===== config.mk =====
export PLATFORM = sky130hd
export DESIGN_NAME = smbios_structure_type_finder
export DESIGN_NICKNAME = d
export VERILOG_FILES = /design/src/hdl/stw_pkg.sv /design/src/hdl/stw_walker.sv /design/src/hdl/smbios_structure_type_finder.sv
export SDC_FILE = /design/constraint.sdc
export NUM_CORES = 1
export LEC_CHECK = 0
export ABC_AREA = 1
export BUFFER_PORTS_ARGS = -buffer_cell sky130_fd_sc_hd__clkbuf_2
export CAP_MARGIN = 0
export CORE_MARGIN = 2
export CORE_UTILIZATION = 66
export DETAILED_ROUTE_END_ITERATION = 10
export GPL_TIMING_DRIVEN = 1
export PLACE_DENSITY = 0.87
export RECOVER_POWER = 50
export SLEW_MARGIN = 15
export SYNTH_ARGS = -nofsm -noshare
export SYNTH_HDL_FRONTEND = slang
export SYNTH_SLANG_ARGS = --single-unit

===== constraint.sdc =====
create_clock -name clk -period 7.3 [get_ports clk]
set_input_delay 0.73 -clock clk [delete_from_list [all_inputs] [get_ports clk]]
set_output_delay 0.73 -clock clk [all_outputs]
set_load 0.03 [all_outputs]

===== src/hdl/stw_pkg.sv =====
// stw_pkg: shared types and constants of the smbios structure table walker
// holds the input and result item structs, status codes and register indexes
// no dependencies
package stw_pkg;

	localparam logic [7:0] END_TYPE = 8'd127;

	localparam logic [2:0] ST_FOUND     = 3'd0;
	localparam logic [2:0] ST_END       = 3'd1;
	localparam logic [2:0] ST_COUNT     = 3'd2;
	localparam logic [2:0] ST_EXHAUSTED = 3'd3;
	localparam logic [2:0] ST_CORRUPT   = 3'd4;

	localparam logic [1:0] REG_WANTED_TYPE     = 2'd0;
	localparam logic [1:0] REG_COUNT_LIMIT_ON  = 2'd1;
	localparam logic [1:0] REG_STRUCTURE_LIMIT = 2'd2;

	typedef struct packed {
		logic [7:0] table_byte;
		logic       first_byte;
		logic       last_byte;
	} in_item_t;

	typedef struct packed {
		logic [2:0]  status;
		logic [15:0] header_offset;
		logic [15:0] handle;
		logic [7:0]  formatted_length;
	} result_t;

	typedef struct packed {
		logic [7:0]  wanted_type;
		logic        count_limit_on;
		logic [15:0] structure_limit;
	} cfg_t;

endpackage


===== src/hdl/stw_walker.sv =====
// stw_walker: structure table walk state and the per-byte decision logic
// takes one table byte per fire and reports at most one result
// depends on stw_pkg
module stw_walker #(
	parameter int OFFSET_BITS = 16
) (
	input  logic             clk,
	input  logic             arst_n,
	input  logic             fire,
	input  stw_pkg::in_item_t item,
	input  stw_pkg::cfg_t    cfg,
	output logic             emit,
	output stw_pkg::result_t result
);
	import stw_pkg::*;

	localparam logic [1:0] PH_HEADER    = 2'd0;
	localparam logic [1:0] PH_FORMATTED = 2'd1;
	localparam logic [1:0] PH_STRINGS   = 2'd2;

	logic [1:0]             phase_q, phase_d;
	logic [OFFSET_BITS-1:0] offset_q, offset_d;
	logic [OFFSET_BITS-1:0] start_q, start_d;
	logic [1:0]             hidx_q, hidx_d;
	logic [7:0]             type_q, type_d;
	logic [7:0]             len_q, len_d;
	logic [15:0]            hnd_q, hnd_d;
	logic                   pz_q, pz_d;
	logic [15:0]            cnt_q, cnt_d;
	logic [7:0]             fleft_q, fleft_d;
	logic                   done_q, done_d;
	logic                   fmt_end;
	logic [2:0]             st;

	always_comb begin
		phase_d = phase_q;
		offset_d = offset_q;
		start_d = start_q;
		hidx_d = hidx_q;
		type_d = type_q;
		len_d = len_q;
		hnd_d = hnd_q;
		pz_d = pz_q;
		cnt_d = cnt_q;
		fleft_d = fleft_q;
		done_d = done_q;
		emit = 1'b0;
		st = ST_FOUND;
		fmt_end = 1'b0;

		// first mark restarts the search
		if (item.first_byte) begin
			phase_d = PH_HEADER;
			offset_d = '0;
			start_d = '0;
			hidx_d = 2'd0;
			type_d = 8'd0;
			len_d = 8'd0;
			hnd_d = 16'd0;
			pz_d = 1'b0;
			cnt_d = 16'd0;
			fleft_d = 8'd0;
			done_d = 1'b0;
		end

		if (!done_d) begin
			unique case (phase_d)
				PH_HEADER: begin
					unique case (hidx_d)
						2'd0: begin
							start_d = offset_d;
							type_d = item.table_byte;
						end
						2'd1: len_d = item.table_byte;
						2'd2: hnd_d = {8'd0, item.table_byte};
						default: hnd_d[15:8] = item.table_byte;
					endcase
					if (hidx_d != 2'd3) begin
						hidx_d = hidx_d + 2'd1;
						if (item.last_byte) begin
							emit = 1'b1;
							st = ST_EXHAUSTED;
						end
					end else begin
						hidx_d = 2'd0;
						if (len_d < 8'd4) begin
							emit = 1'b1;
							st = ST_CORRUPT;
						end else if (len_d == 8'd4) begin
							fmt_end = 1'b1;
						end else begin
							fleft_d = len_d - 8'd4;
							phase_d = PH_FORMATTED;
							if (item.last_byte) begin
								emit = 1'b1;
								st = ST_CORRUPT;
							end
						end
					end
				end
				PH_FORMATTED: begin
					fleft_d = fleft_d - 8'd1;
					if (fleft_d == 8'd0) begin
						fmt_end = 1'b1;
					end else if (item.last_byte) begin
						emit = 1'b1;
						st = ST_CORRUPT;
					end
				end
				PH_STRINGS: begin
					if (item.table_byte == 8'd0 && pz_d) begin
						phase_d = PH_HEADER;
						pz_d = 1'b0;
						if (cfg.count_limit_on) begin
							if (cnt_d != 16'hFFFF)
								cnt_d = cnt_d + 16'd1;
						end
						if (cfg.count_limit_on && cnt_d >= cfg.structure_limit) begin
							emit = 1'b1;
							st = ST_COUNT;
						end else if (item.last_byte) begin
							emit = 1'b1;
							st = ST_EXHAUSTED;
						end
					end else begin
						pz_d = (item.table_byte == 8'd0);
						if (item.last_byte) begin
							emit = 1'b1;
							st = ST_CORRUPT;
						end
					end
				end
				default: ;
			endcase

			// formatted area complete: end marker wins over a type match
			if (fmt_end) begin
				if (type_d == END_TYPE) begin
					emit = 1'b1;
					st = ST_END;
				end else if (type_d == cfg.wanted_type) begin
					emit = 1'b1;
					st = ST_FOUND;
				end else if (item.last_byte) begin
					emit = 1'b1;
					st = ST_CORRUPT;
				end else begin
					phase_d = PH_STRINGS;
					pz_d = 1'b0;
				end
			end

			if (offset_d != '1)
				offset_d = offset_d + 1'b1;
			if (emit)
				done_d = 1'b1;
		end

		result.status = st;
		if (st == ST_FOUND) begin
			result.header_offset = 16'(start_d);
			result.handle = hnd_d;
			result.formatted_length = len_d;
		end else begin
			result.header_offset = 16'd0;
			result.handle = 16'd0;
			result.formatted_length = 8'd0;
		end
	end

	always_ff @(posedge clk or negedge arst_n) begin
		if (!arst_n) begin
			phase_q <= PH_HEADER;
			offset_q <= '0;
			start_q <= '0;
			hidx_q <= 2'd0;
			type_q <= 8'd0;
			len_q <= 8'd0;
			hnd_q <= 16'd0;
			pz_q <= 1'b0;
			cnt_q <= 16'd0;
			fleft_q <= 8'd0;
			done_q <= 1'b1;
		end else if (fire) begin
			phase_q <= phase_d;
			offset_q <= offset_d;
			start_q <= start_d;
			hidx_q <= hidx_d;
			type_q <= type_d;
			len_q <= len_d;
			hnd_q <= hnd_d;
			pz_q <= pz_d;
			cnt_q <= cnt_d;
			fleft_q <= fleft_d;
			done_q <= done_d;
		end
	end

endmodule


===== src/hdl/smbios_structure_type_finder.sv =====
// smbios_structure_type_finder: top level, input register, config registers,
// walker and result register; depends on stw_pkg and stw_walker
// an accepted item waits in the input register; its result is then registered in the result slot
// throughput: one table byte per cycle while the result slot is empty or draining
// reset: config to wanted_type 0, count limit on, limit 65535; walker idle
// until a byte with the first mark arrives
module smbios_structure_type_finder #(
	parameter int OFFSET_BITS = 16
) (
	input  logic              clk,
	input  logic              arst_n,
	input  logic              item_valid,
	output logic              item_stall,
	input  stw_pkg::in_item_t item,
	output logic              result_valid,
	input  logic              result_stall,
	output stw_pkg::result_t  result,
	input  logic              cfg_we,
	input  logic [1:0]        cfg_index,
	input  logic [15:0]       cfg_data
);
	import stw_pkg::*;

	// configuration registers; the user must write them only while the block is idle (not enforced here)
	cfg_t     cfg_q;

	// input register stage
	logic     valid_s1;
	in_item_t item_s1;

	// result register
	logic     res_valid_q;
	result_t  res_q;

	// walker interface
	logic     advance;
	logic     emit;
	result_t  walk_res;

	always_ff @(posedge clk or negedge arst_n) begin
		if (!arst_n) begin
			cfg_q.wanted_type <= 8'd0;
			cfg_q.count_limit_on <= 1'b1;
			cfg_q.structure_limit <= 16'hFFFF;
		end else if (cfg_we) begin
			unique case (cfg_index)
				REG_WANTED_TYPE:     cfg_q.wanted_type <= cfg_data[7:0];
				REG_COUNT_LIMIT_ON:  cfg_q.count_limit_on <= cfg_data[0];
				REG_STRUCTURE_LIMIT: cfg_q.structure_limit <= cfg_data;
				default: ;
			endcase
		end
	end

	// the held item moves through the walker whenever the result slot is
	// empty or draining this cycle
	assign advance = valid_s1 && (!res_valid_q || !result_stall);
	assign item_stall = valid_s1 && !advance;

	always_ff @(posedge clk or negedge arst_n) begin
		if (!arst_n) begin
			valid_s1 <= 1'b0;
		end else if (item_valid && !item_stall) begin
			valid_s1 <= 1'b1;
		end else if (advance) begin
			valid_s1 <= 1'b0;
		end
	end

	always_ff @(posedge clk) begin
		if (item_valid && !item_stall)
			item_s1 <= item;
	end

	stw_walker #(
		.OFFSET_BITS(OFFSET_BITS)
	) u_walker (
		.clk    (clk),
		.arst_n (arst_n),
		.fire   (advance),
		.item   (item_s1),
		.cfg    (cfg_q),
		.emit   (emit),
		.result (walk_res)
	);

	// result slot: loaded only when free or being taken this cycle
	always_ff @(posedge clk or negedge arst_n) begin
		if (!arst_n) begin
			res_valid_q <= 1'b0;
		end else if (advance && emit) begin
			res_valid_q <= 1'b1;
		end else if (!result_stall) begin
			res_valid_q <= 1'b0;
		end
	end

	always_ff @(posedge clk) begin
		if (advance && emit)
			res_q <= walk_res;
	end

	assign result_valid = res_valid_q;
	assign result = res_q;

endmodule

Word-level counts from Yosys, hierarchy flattened:

Index checks and enable logic that the tools add are counted.

* add/subtract/negate cells: 5
* $lt $le $gt $ge: 2
* eq/ne operators: 13
* multiplexer cells: 102
* reduce and logical (&&, ||, !) cells: 22

Operators with widths (count)
* $mux W16: 19
* $mux W8: 17
* $mux W1: 33
* $mux W3: 11
* $add A16 B1 Y16 const B: 2
* $mux W2: 16
* $ne A16 B16 Y1 const B: 2
* $pmux W8 S2: 2
* $ge A16 B16 Y1: 1
* $logic_not A8 Y1: 2
* $pmux W3 S3: 1
* $eq A8 B3 Y1 const B: 1
* $eq A8 B7 Y1 const B: 1
* $eq A8 B8 Y1: 1
* $lt A8 B3 Y1 const B: 1
* $sub A8 B1 Y8 const B: 1
* $sub A8 B3 Y8 const B: 1
* $eq A2 B1 Y1 const B: 3
* $eq A2 B2 Y1 const B: 3
* $logic_and A1 B1 Y1: 6
* $logic_not A2 Y1: 3
* $reduce_and A2 Y1: 3
* $logic_not A1 Y1: 4
* $pmux W2 S2: 1
* 9 further kinds: 9

* bits in registers: 174
* input port bits: 33

Logic depth before layout (Yosys ltp):

Gate-level depths: netlist (run 1).

* depth in word-level cells: 20
* gate-level depth with buffers: 35
* depth with buffers taken out: 31

By module:

Synthesis (run 1) repeated with hierarchy kept, for this count alone.

* cells, all modules: 1284
* area total of the unflattened synthesis: 10471.3 µm²

Modules (own cells, without submodules)
* stw_walker: instances 1, cells each 1104, area an instance 7726.2 µm², sequential area each 2353.5 µm²
* smbios_structure_type_finder: instances 1, cells each 180, area an instance 2745.1 µm², sequential area each 2288.4 µm²

Least setup slack after synthesis (run 1):

OpenSTA, ideal clock, no wires.

* path type: reg-to-reg
* start: reg item_s1[1] (netlist name)
* end: reg res_q (netlist bit result[0]) (enable)
* library setup time: 0.397 ns
* data arrival time: 4.142 ns
* data required time: 6.903 ns
* slack: 2.761 ns
* stages on the path, launching flop included: 35
* path buffers: 3
* cells stage by stage: edfxtp_1 > buf_6 > inv_4 > buf_6 > buf_6 > nand2_2 > inv_1 > ha_1 > inv_1 > nor3_4 > nand2_1 > nor2_1 > nand2_1 > nor2_1 > nand2_1 > nand2_2 > inv_2 > nand2_1 > xnor2_1 > inv_1 > ha_1 > nand2_1 > inv_1 > nand2_1 > nor2_1 > nor2_1 > nand2_1 > nand2_1 > nand2_1 > nand3_1 > nand2_1 > inv_1 > nand3_1 > nand3_1 > inv_1

* cells in the longest elaborated chain, start to end: 19
* elaborated cells on any way between the ends: 56

Ends and longest elaborated chain
* start, declared: line smbios_structure_type_finder.sv:29 `in_item_t item_s1;`
* start signal, assigned: line smbios_structure_type_finder.sv:72 `item_s1 <= item;`
* $mux W16: line stw_walker.sv:52 `if (item.first_byte) begin`
* $add A16 B1 Y16 or $ne A16 B16 Y1 (tied branches): line stw_walker.sv:116, stw_walker.sv:115
* $mux W16: line stw_walker.sv:115 `if (cnt_d != 16'hFFFF)`
* $mux W16: line stw_walker.sv:114 `if (cfg.count_limit_on) begin`
* $mux W16: line stw_walker.sv:111 `if (item.table_byte == 8'd0 && pz_d) begin`
* $mux W16: line stw_walker.sv:67 `unique case (phase_d)`
* $mux W16: line stw_walker.sv:66 `if (!done_d) begin`
* $ge A16 B16 Y1: line stw_walker.sv:118 `if (cfg.count_limit_on && cnt_d >= cfg.structure_limit) begin`
* [3 not listed]
* $pmux W1 S3: line stw_walker.sv:67
* $mux W1: line stw_walker.sv:144 `end else if (item.last_byte) begin`
* $mux W1: line stw_walker.sv:141 `end else if (type_d == cfg.wanted_type) begin`
* $mux W1: line stw_walker.sv:138 `if (type_d == END_TYPE) begin`
* $mux W1: line stw_walker.sv:137 `if (fmt_end) begin`
* $mux W1: line stw_walker.sv:66
* $mux W1 (*): line stw_walker.sv:66
* $logic_and A1 B1 Y1 (*): line smbios_structure_type_finder.sv:99 `if (advance && emit)`
* end signal, assigned: line smbios_structure_type_finder.sv:100 `res_q <= walk_res;`
* end, declared: line smbios_structure_type_finder.sv:33 `result_t res_q;`

Every way passes the cells marked *; elsewhere a longest branch is shown, timed or not. The select of a mux whose other input is x is not followed.
A chain may end at the register's enable or synchronous reset.

Worst setup path in the final report (run 1):

* start: reg item_s1[1] (netlist name)
* end: reg res_q (netlist bit result[37]) (enable)

The elaborated chain is that of the path after synthesis.

==> out/metrics.cfg, run 1 <==
[logic_synthesis]
ys_types = 45
syn_inst = 1270
ys.warnings.count = 0
async_flop_share = 0.6954
netlist_area_um2 = 9966
synth_nets = 1329
synth_edf_count = 53
yosysSeqAreaShare = 0.4658
ys_dominant_reg_cell = dfrtp_1
synth.avg_cell_area_um2 = 7.847
synth-seq-cells = 174

[critical_path]
required_ns = 7.41
cp-end-kind = flop
cp.arrival_ns = 5.54
start_kind = flop
path_buf_inv = 10
slowest_delay_ns = 0.58
cpMaxStageDelayCell = inv_1
crit_top_cell = nand2_1
crit_family = buffers and inverters
crit_fanout = 46
worstSetupPathType = reg -> reg

[timing]
slew_violations = 124
min_period_over_period = 0.7437
worst_hold_slack_ns = 0.4642
fmax_mhz = 184.2
rsz0062_at_grt = no
hold_viol_final = 0
setup_viol = 0
fin_skew_ns = 0.01460
slew_headroom = -1.014
fin_ws_ns = 1.871
finalSetupTns_ns = 0
min_period_ns = 5.429
worst_slew_pin_slew_ns = 3.021

[clock_network]
ctsResizeCount = 0
cts_sinks = 174
root_buffer = clkbuf_16
cts_buffers = 17
cts_tree = done
hold_buffers = 0
h-tree-depth = 4
cts_setup_buffers = 0
path_clk_slew_ns = 0.07
clockBufferDepth = 2
worstSkewPairLatency_ns = 0.44

[power]
total_power_mw = 3.644
ir_drop_uv = 204.7
cellPowerDensity_nw_per_um2 = 334.1
p_leak_nw = 4.980

[layout]
drive_above_1_share = 0.09356
synthToLayoutAreaGrowth_pct = 9.429
final_util = 0.7447
num_antenna_cells = 0
final_nets = 1382
stdcell_count = 1520
stdcell_area_um2 = 10910

[placement]
dp_slack_ns = 1.984
portBuffers = 77
dp.cells = 1488
place_area_um2 = 10370
gp_congestion = 0.9531
dp_hpwl_mm = 16.92

[global_routing]
grt_usage = 0.3107
use_met2 = 0.5054
grt_pass1_wl_mm = 39.73
top_usage_layer = met2
grt_pass1_vias = 8270
grt_max_degree = 81
grt_antenna_before_repair = 0
overflow = 0
grt.met1_usage = 0.4069
met3_usage = 0.06537

[route]
first_pass_iters = 11
drt_iter0_markers = 1112
wl_mm = 24.34
vias = 8843
drtAntennaViolNets = 0
drc_errors = 1
wl_per_cell_um = 16.01
vias_per_cell = 5.818

[floorplanning]
dieArea_um2 = 16100
die_h_um = 126.9
die_w_um = 126.9
rows = 44
start_util = 0.6805
core_area_um2 = 14640
pin_count = 78

[job]
drv_cap = 2

[min_path]
hp-class = in -> reg

[outcome]
status = complete, but fails checks
violations = design-rule violations, max-capacitance violations, max-slew violations

==> worst reg2reg max path, delay by kind of cell, from the launching register on <==
kind	cells	cell delay (ns)
flip-flops	1	0.36
AND/OR/NAND/NOR	20	2.04
adder cells (fa/ha/maj)	2	0.45
buffers and inverters	10	2.17
XOR/XNOR	1	0.11
==> flip-flops by register name (all words and copies together), names as in the netlist, 2 cells and up <==
| register | flops |
|---|---|
| cfg_q | 25 |
| u_walker.hidx_q | 2 |
| u_walker.start_q | 16 |
| u_walker.offset_q | 16 |
| u_walker.phase_q | 2 |
| u_walker.type_q | 8 |
| u_walker.cnt_q | 16 |
| u_walker.fleft_q | 8 |
| u_walker.len_q | 8 |
| item_s1 | 10 |
| result | 43 |
| u_walker.hnd_q | 16 |
==> cells by family after synthesis <==
logic type               count (synthesis)  synth area share
XOR/XNOR                                39           0.03428
adder cells (fa/ha/maj)                 26           0.03264
AND/OR/NAND/NOR                        593            0.2550
AO/OA/AOI/OAI                          228            0.1247
buffers and inverters                  210           0.08763
flip-flops                             174            0.4658
==> placed cells by master, fill, tap and decap left out, types with 5 or more instances in the layout <==
cell,netlist,routed
nand2_1,307,306
inv_1,156,156
nor2_1,139,139
o21ai_0,116,116
dfrtp_1,103,103
nand3_1,77,77
a21oi_1,59,59
edfxtp_1,53,53
clkbuf_1,30,47
xor2_1,31,31
clkbuf_2,0,31
ha_1,26,26
a31oi_1,24,24
nor3_1,19,19
dfstp_2,18,17
clkbuf_16,0,17
nor2_2,15,15
nand2_2,9,9
nand4_1,9,9
xnor2_1,8,8
a22oi_1,7,7
o31ai_1,5,5
inv_6,0,5
==> where the power goes <==
| part | total [mW] | switching, mW | internal (mW) |
|---|---|---|---|
| registers | 1.39 | 0.140 | 1.25 |
| clock network | 0.932 | 0.417 | 0.515 |
| logic | 1.32 | 0.958 | 0.366 |
==> synthesized netlist by cell type (19+ instances only) <==
| library cell | number | area (um^2) |
|---|---|---|
| dfrtp_1 | 103 | 2577 |
| ha_1 | 26 | 325.3 |
| inv_1 | 156 | 585.6 |
| a31oi_1 | 24 | 150.1 |
| xor2_1 | 31 | 271.5 |
| nor3_1 | 19 | 95.09 |
| nand3_1 | 77 | 385.4 |
| o21ai_0 | 116 | 580.6 |
| a21oi_1 | 59 | 295.3 |
| nand2_1 | 307 | 1152 |
| edfxtp_1 | 53 | 1592 |
| nor2_1 | 139 | 521.8 |
| clkbuf_1 | 30 | 112.6 |
==> area by class of cell <==
class,count,area (um^2)
clock buffer,17,425.4
clock inverter,15,177.7
fill,1092,3739
inverter,162,610.6
multi-input combinational,886,4458
sequential,174,4642
tap,184,230.2
timing repair buffer,82,361.6
==> routing by layer <==
layer	up-vias	routed length, um
li1	4241	-
met1	4069	9960
met2	455	11480
met3	78	1992
met4	0	905
met5	-	0
==> path summary, 6_finish.rpt <==
path                                         from              endpoint  slack, ns  depth (start not counted)
worst max-delay path                   item_s1[1]            result[37]       1.87                         33
worst min-delay path                      item[6]            item_s1[6]       0.46                          1
worst max register to register         item_s1[1]            result[37]       1.87                         33
worst min register to register  u_walker.hnd_q[4]     u_walker.hnd_q[4]       0.49                          2
max in group asynchronous                  arst_n  u_walker.offset_q[8]       3.19                          2
min in group asynchronous                  arst_n             cfg_q[17]       1.28                          1
Power figures use the tool's default switching activity.
==> run 2, diff against run 1 <==
CORE_UTILIZATION = 55   (was 66)
PLACE_DENSITY = 0.77   (was 0.87)
clock period = 4.8 ns   (was 7.3 ns; I/O delays follow)
==> run 2 against run 1 <==
The flow finishes with violations (max-capacitance violations, max-slew violations). Power grew 51%. Via count shrank 2.5%. Die area grew 19%. First-iteration DRC count shrank 18%. Sequential share of layout area shrank 0.39 points. Register-to-register slack lost 1.4 ns. Global-route usage shrank 5.0 points. Hold slack lost 0.25 ns. Utilization shrank 13 points. Clock power grew 47%. Sequential cell count is the same. Worst setup slack lost 1.4 ns. Largest power group unchanged. Highest routed layer unchanged.
==> out/metrics.cfg, run 2 (synthesized netlist as in run 1, its figures left out) <==
[route]
wl_per_cell_um = 15.58  ; was 16.01 um
vias = 8621  ; was 8843
vias_per_cell = 5.484  ; was 5.818
first_pass_iters = 9  ; was 11
wl_mm = 24.49  ; was 24.34 mm
drc_errors = 0  ; was 1
drtAntennaViolNets = 0  ; unchanged
drt_iter0_markers = 910  ; was 1112

[power]
ir_drop_uv = 345.9  ; was 204.7 uV
total_power_mw = 5.512  ; was 3.644 mW
p_leak_nw = 4.989  ; was 4.980 nW
cellPowerDensity_nw_per_um2 = 500.8  ; was 334.1 nW/um^2

[timing]
min_period_over_period = 0.8955  ; was 0.7437
finalSetupTns_ns = 0  ; unchanged
slew_headroom = -1.423  ; was -1.014
rsz0062_at_grt = no  ; unchanged
hold_viol_final = 0  ; unchanged
setup_viol = 0  ; unchanged
fin_skew_ns = 0.01135  ; was 0.01460 ns
slew_violations = 67  ; was 124
worst_hold_slack_ns = 0.2129  ; was 0.4642 ns
min_period_ns = 4.298  ; was 5.429 ns
fin_ws_ns = 0.5015  ; was 1.871 ns
worst_slew_pin_slew_ns = 3.634  ; was 3.021 ns
fmax_mhz = 232.6  ; was 184.2 MHz

[critical_path]
cp-end-kind = flop  ; unchanged
crit_top_cell = nand2_1  ; unchanged
cp.arrival_ns = 4.49  ; was 5.54 ns
cpMaxStageDelayCell = edfxtp_1  ; was inv_1
required_ns = 4.99  ; was 7.41 ns
slowest_delay_ns = 0.47  ; was 0.58 ns
start_kind = flop  ; unchanged
path_buf_inv = 5  ; was 10
crit_family = simple AND/OR/NAND/NOR gates  ; was buffers and inverters
worstSetupPathType = reg -> reg  ; unchanged
crit_fanout = 32  ; was 46

[job]
drv_cap = 1  ; was 2

[layout]
final_nets = 1389  ; was 1382
fillerInstances = 1575  ; was 1092
seq_area_um2 = 4642  ; unchanged
most-common-layout-cells = 306 x nand2_1, 155 x inv_1, 139 x nor2_1  ; was 306 x nand2_1, 156 x inv_1, 139 x nor2_1
synthToLayoutAreaGrowth_pct = 10.45  ; was 9.429%
stdcell_area_um2 = 11010  ; was 10910 um^2
multiInputGateArea_um2 = 4458  ; unchanged
drive_above_1_share = 0.09680  ; was 0.09356
num_antenna_cells = 0  ; unchanged
layout_commonest_cell = nand2_1  ; unchanged
largest_reg_flops = 43  ; unchanged

[clock_network]
cts_buffers = 17  ; unchanged
worstSkewPairLatency_ns = 0.44  ; about the same
root_buffer = clkbuf_16  ; unchanged
h-tree-depth = 4  ; unchanged
cts_setup_buffers = 0  ; unchanged
path_clk_slew_ns = 0.07  ; about the same
clockBufferDepth = 2  ; unchanged
cts_tree = done  ; unchanged
cts_sinks = 174  ; unchanged

[placement]
dp_slack_ns = 0.3492  ; was 1.984 ns
dp_hpwl_mm = 17.20  ; was 16.92 mm
portBuffers = 77  ; unchanged
place_area_um2 = 10490  ; was 10370 um^2
gp_congestion = 0.9847  ; was 0.9531

[floorplanning]
dieArea_um2 = 19210  ; was 16100 um^2
core_area_um2 = 17840  ; was 14640 um^2
pin_count = 78  ; unchanged
rows = 49  ; was 44
die_h_um = 138.6  ; was 126.9 um
die_w_um = 138.6  ; was 126.9 um
start_util = 0.5586  ; was 0.6805

[outcome]
status = complete, but fails checks  ; unchanged
violations = max-capacitance violations, max-slew violations  ; was design-rule violations, max-capacitance violations, max-slew violations

[global_routing]
grt_pass1_vias = 8108  ; was 8270
grt_max_degree = 109  ; was 81
grt_usage = 0.2603  ; was 0.3107
overflow = 0  ; unchanged
grt_antenna_before_repair = 0  ; unchanged
grt_pass1_wl_mm = 40.37  ; was 39.73 mm

[min_path]
hp-class = in -> reg  ; unchanged

[run 2: cell count changes in the layout (fill, tap and decap cells not counted), moves of 2 or more]
cell | before | now
clkbuf_1 | 47 | 49
clkinvlp_4 | 2 | 4
inv_8 | 1 | 3
buf_4 | 4 | 8
buf_12 | 0 | 2
clkinv_1 | 3 | 5
[run 2: what timing repair did]
| action | CTS | global route |
|---|---|---|
| resized for setup | 0 | 4 |
| setup endpoints to repair | 0 | 42 |
| hold buffers | 0 | 0 |
[run 2: final cells by class]
cell class	instances	area share
Clock inverter	15	0.01364
Sequential cell	174	0.4217
Clock buffer	17	0.03865
Multi-Input combinational cell	886	0.4050
Inverter	162	0.05547
Tap cell	229	0.02603
Timing Repair Buffer	89	0.03945
[run 2: power breakdown]
group / internal, mW / switching, mW / total, mW
Combinational: 0.587 / 1.45 / 2.03
Sequential: 1.90 / 0.209 / 2.10
Clock: 0.731 / 0.644 / 1.37
[run 2: final timing paths]
check                           depth (start not counted)  slack, ns                  start               endpoint
worst max-delay path                                   30       0.50             item_s1[1]             result[29]
worst min-delay path                                    1       0.21                item[0]             item_s1[0]
worst max register to register                         30       0.50             item_s1[1]             result[29]
worst min register to register                          2       0.48  u_walker.offset_q[15]  u_walker.offset_q[15]
max in group asynchronous                               2       1.16                 arst_n     u_walker.hidx_q[0]
min in group asynchronous                               1       1.29                 arst_n     u_walker.cnt_q[14]
[run 2: worst reg2reg max path, delay by kind of cell, from the launching register on]
family,cells,cell delay [ns]
AND/OR/NAND/NOR,21,2.29
adder cells (fa/ha/maj),2,0.50
buffers and inverters,5,0.50
flip-flops,1,0.47
AO/OA/AOI/OAI,1,0.17
XOR/XNOR,1,0.12
[run 2: through the flow]
step	instances	util
after floorplan	1270	-
final	1572	0.6169
after CTS	1572	0.6201
after global routing	1572	0.6169
after global placement	1540	0.5878
after detailed placement	1540	0.5878
[run 2: per-layer routing]
metal	track usage	share of wire	vias to the layer above
met2	0.4283	0.48	293
met3	0.05214	0.058	59
met1	0.3464	0.43	4006
met4	0.09357	0.030	0
li1	-	-	4263
met5	0	0	-
==> run 3, diff against run 2 <==
CORE_MARGIN = default   (was 2)
PLACE_DENSITY = 0.79   (was 0.77)
==> run 3 against run 2 <==
The run still ends with max-capacitance violations, max-slew violations left. First-iteration DRC count down 14%. Cell area up 0.23%. Sequential power about the same. Clock skew up 0.0012 ns. Power down 0.82%. Non-clock buffer count up 6. Cell count up 0.13%. Fmax down 3.5%. Largest power group unchanged.
==> out/metrics.cfg, run 3 (synthesized netlist as in run 1, its figures left out) <==
[outcome]
status = complete, but fails checks  ; unchanged
violations = max-capacitance violations, max-slew violations  ; unchanged

[power]
cellPowerDensity_nw_per_um2 = 495.6  ; was 500.8 nW/um^2
p_int_mw = 3.213  ; was 3.214 mW
p_seq_frac = 0.385  ; was 0.382
power_frac_clock = 0.241  ; was 0.249
ir_drop_uv = 337.9  ; was 345.9 uV
p_comb_frac = 0.374  ; was 0.369
switching_share = 0.4123  ; was 0.4169
p_leak_nw = 5.014  ; was 4.989 nW
switching_power_mw = 2.254  ; was 2.298 mW

[critical_path]
worstSetupPathType = reg -> reg  ; unchanged
cpMaxStageDelayCell = edfxtp_1  ; unchanged
cp-end-kind = flop  ; unchanged
rrSetupSlack_ns = 0.34  ; was 0.50 ns
cp.arrival_ns = 4.59  ; was 4.49 ns
required_ns = 4.94  ; was 4.99 ns
start_kind = flop  ; unchanged
slowest_delay_ns = 0.55  ; was 0.47 ns
crit_top_cell = nand2_1  ; unchanged
crit_fanout = 20  ; was 32

[clock_network]
path_clk_slew_ns = 0.07  ; about the same
hold_buffers = 0  ; unchanged
h-tree-depth = 4  ; unchanged
worstSkewPairLatency_ns = 0.44  ; about the same
cts_tree = done  ; unchanged
root_buffer = clkbuf_16  ; unchanged
clockBufferDepth = 2  ; unchanged
cts_sinks = 174  ; unchanged
cts_buffers = 17  ; unchanged

[floorplanning]
core_area_um2 = 17480  ; was 17840 um^2
die_h_um = 136.6  ; was 138.6 um
start_util = 0.5702  ; was 0.5586
dieArea_um2 = 18660  ; was 19210 um^2
rows = 48  ; was 49
die_w_um = 136.6  ; was 138.6 um
pin_count = 78  ; unchanged

[global_routing]
grt_pass1_vias = 7927  ; was 8108
overflow = 0  ; unchanged
grt_antenna_before_repair = 0  ; unchanged
grt_usage = 0.2725  ; was 0.2603
grt_max_degree = 71  ; was 109
grt_pass1_wl_mm = 39.07  ; was 40.37 mm

[route]
wl_per_cell_um = 15.59  ; was 15.58 um
drtAntennaViolNets = 0  ; unchanged
wl_mm = 24.54  ; was 24.49 mm
drc_errors = 0  ; unchanged
drt_iter0_markers = 780  ; was 910
vias = 8689  ; was 8621
vias_per_cell = 5.520  ; was 5.484
first_pass_iters = 5  ; was 9

[layout]
num_antenna_cells = 0  ; unchanged
synthToLayoutAreaGrowth_pct = 10.70  ; was 10.45%
most-common-layout-cells = 306 x nand2_1, 155 x inv_1, 136 x nor2_1  ; was 306 x nand2_1, 155 x inv_1, 139 x nor2_1
drive_above_1_share = 0.1008  ; was 0.09680
final_util = 0.6312  ; was 0.6169
largest_reg_flops = 43  ; unchanged
layout_commonest_cell = nand2_1  ; unchanged
final_nets = 1395  ; was 1389

[placement]
gp_congestion = 0.9633  ; was 0.9847
portBuffers = 77  ; unchanged
dp_hpwl_mm = 16.91  ; was 17.20 mm

[timing]
slew_violations = 126  ; was 67
min_period_ns = 4.456  ; was 4.298 ns
slew_headroom = -0.6301  ; was -1.423
min_period_over_period = 0.9283  ; was 0.8955
hold_viol_final = 0  ; unchanged
rsz0062_at_grt = no  ; unchanged
finalSetupTns_ns = 0  ; unchanged
fin_skew_ns = 0.01259  ; was 0.01135 ns
setup_viol = 0  ; unchanged
worst_slew_pin_slew_ns = 2.445  ; was 3.634 ns
fmax_mhz = 224.4  ; was 232.6 MHz

[job]
drv_cap = 3  ; was 1

[min_path]
hp-class = in -> reg  ; unchanged

==> run 3: changes by cell type in the layout (fill, tap and decap cells not counted) <==
cell / before / now
inv_8: 3 / 0
clkbuf_16: 17 / 18
buf_4: 8 / 14
nor2_1: 139 / 136
nor2_2: 15 / 18
buf_12: 2 / 1
clkinv_1: 5 / 4
clkbuf_1: 49 / 53
clkinv_2: 0 / 2
clkbuf_8: 0 / 1
inv_6: 4 / 1
inv_4: 1 / 3
clkinvlp_4: 4 / 2
==> run 3: power groups by stage <==
stage               sequential, mW  clock (mW)  combinational, mW
floorplan                     2.18           0               1.45
global placement              2.12           0               1.96
detailed placement            2.12           0               2.01
CTS                           2.10        1.32               2.02
global route                  2.14        1.38               2.28
finish                        2.11        1.32               2.04
==> run 3: path summary, 6_finish.rpt <==
| path | cells past startpoint | endpoint | from |
|---|---|---|---|
| worst min register to register | 2 | cfg_q[12] | cfg_q[12] |
| max in group asynchronous | 2 | u_walker.offset_q[5] | arst_n |
| worst min-delay path | 1 | item_s1[8] | item[8] |
| worst max-delay path | 32 | result[2] | item_s1[1] |
| min in group asynchronous | 1 | cfg_q[19] | arst_n |
| worst max register to register | 32 | result[2] | item_s1[1] |
==> run 3: per-layer routing <==
| layer | wire length [um] | GRT usage | part of all wire |
|---|---|---|---|
| met1 | 10580 | 0.3549 | 0.43 |
| met2 | 11540 | 0.4360 | 0.47 |
| met3 | 1542 | 0.05556 | 0.063 |
| met4 | 877 | 0.1272 | 0.036 |
| met5 | 0 | 0 | 0 |
==> run 3: metrics by stage <==
stage	hold WS [ns]	area [um^2]	setup WS [ns]	total power, mW	instances
3_5_place_dp	0.4695	10470	0.4184	4.133	1534
3_3_place_gp	0.4630	10470	0.6019	4.074	1534
4_1_cts	0.06710	11010	0.3824	5.441	1566
6_report	0.2147	11030	0.3443	5.467	1574
2_1_floorplan	0.1844	9966	0.2609	3.637	1270
5_1_grt	0.2072	11030	0.0007394	5.802	1574
==> run 3: worst max-delay path, delay by kind of cell (launching register included) <==
kind	cells	cell delay [ns]
buffers and inverters	9	1.01
flip-flops	1	0.55
XOR/XNOR	1	0.11
AND/OR/NAND/NOR	20	2.01
adder cells (fa/ha/maj)	2	0.45
==> run 3: cell type report <==
cell class	instances	area, um^2
sequential	174	4642
clock inverter	10	90.09
clock buffer	22	454.2
fill	1496	6445
multi-input combinational	886	4466
timing repair buffer	95	484.2
tap	225	281.5
inverter	162	614.3
==> run 3: what timing repair did <==
action,in CTS,in global routing
setup buffers,0,7
setup endpoints to repair,0,80
gates resized for setup,0,4
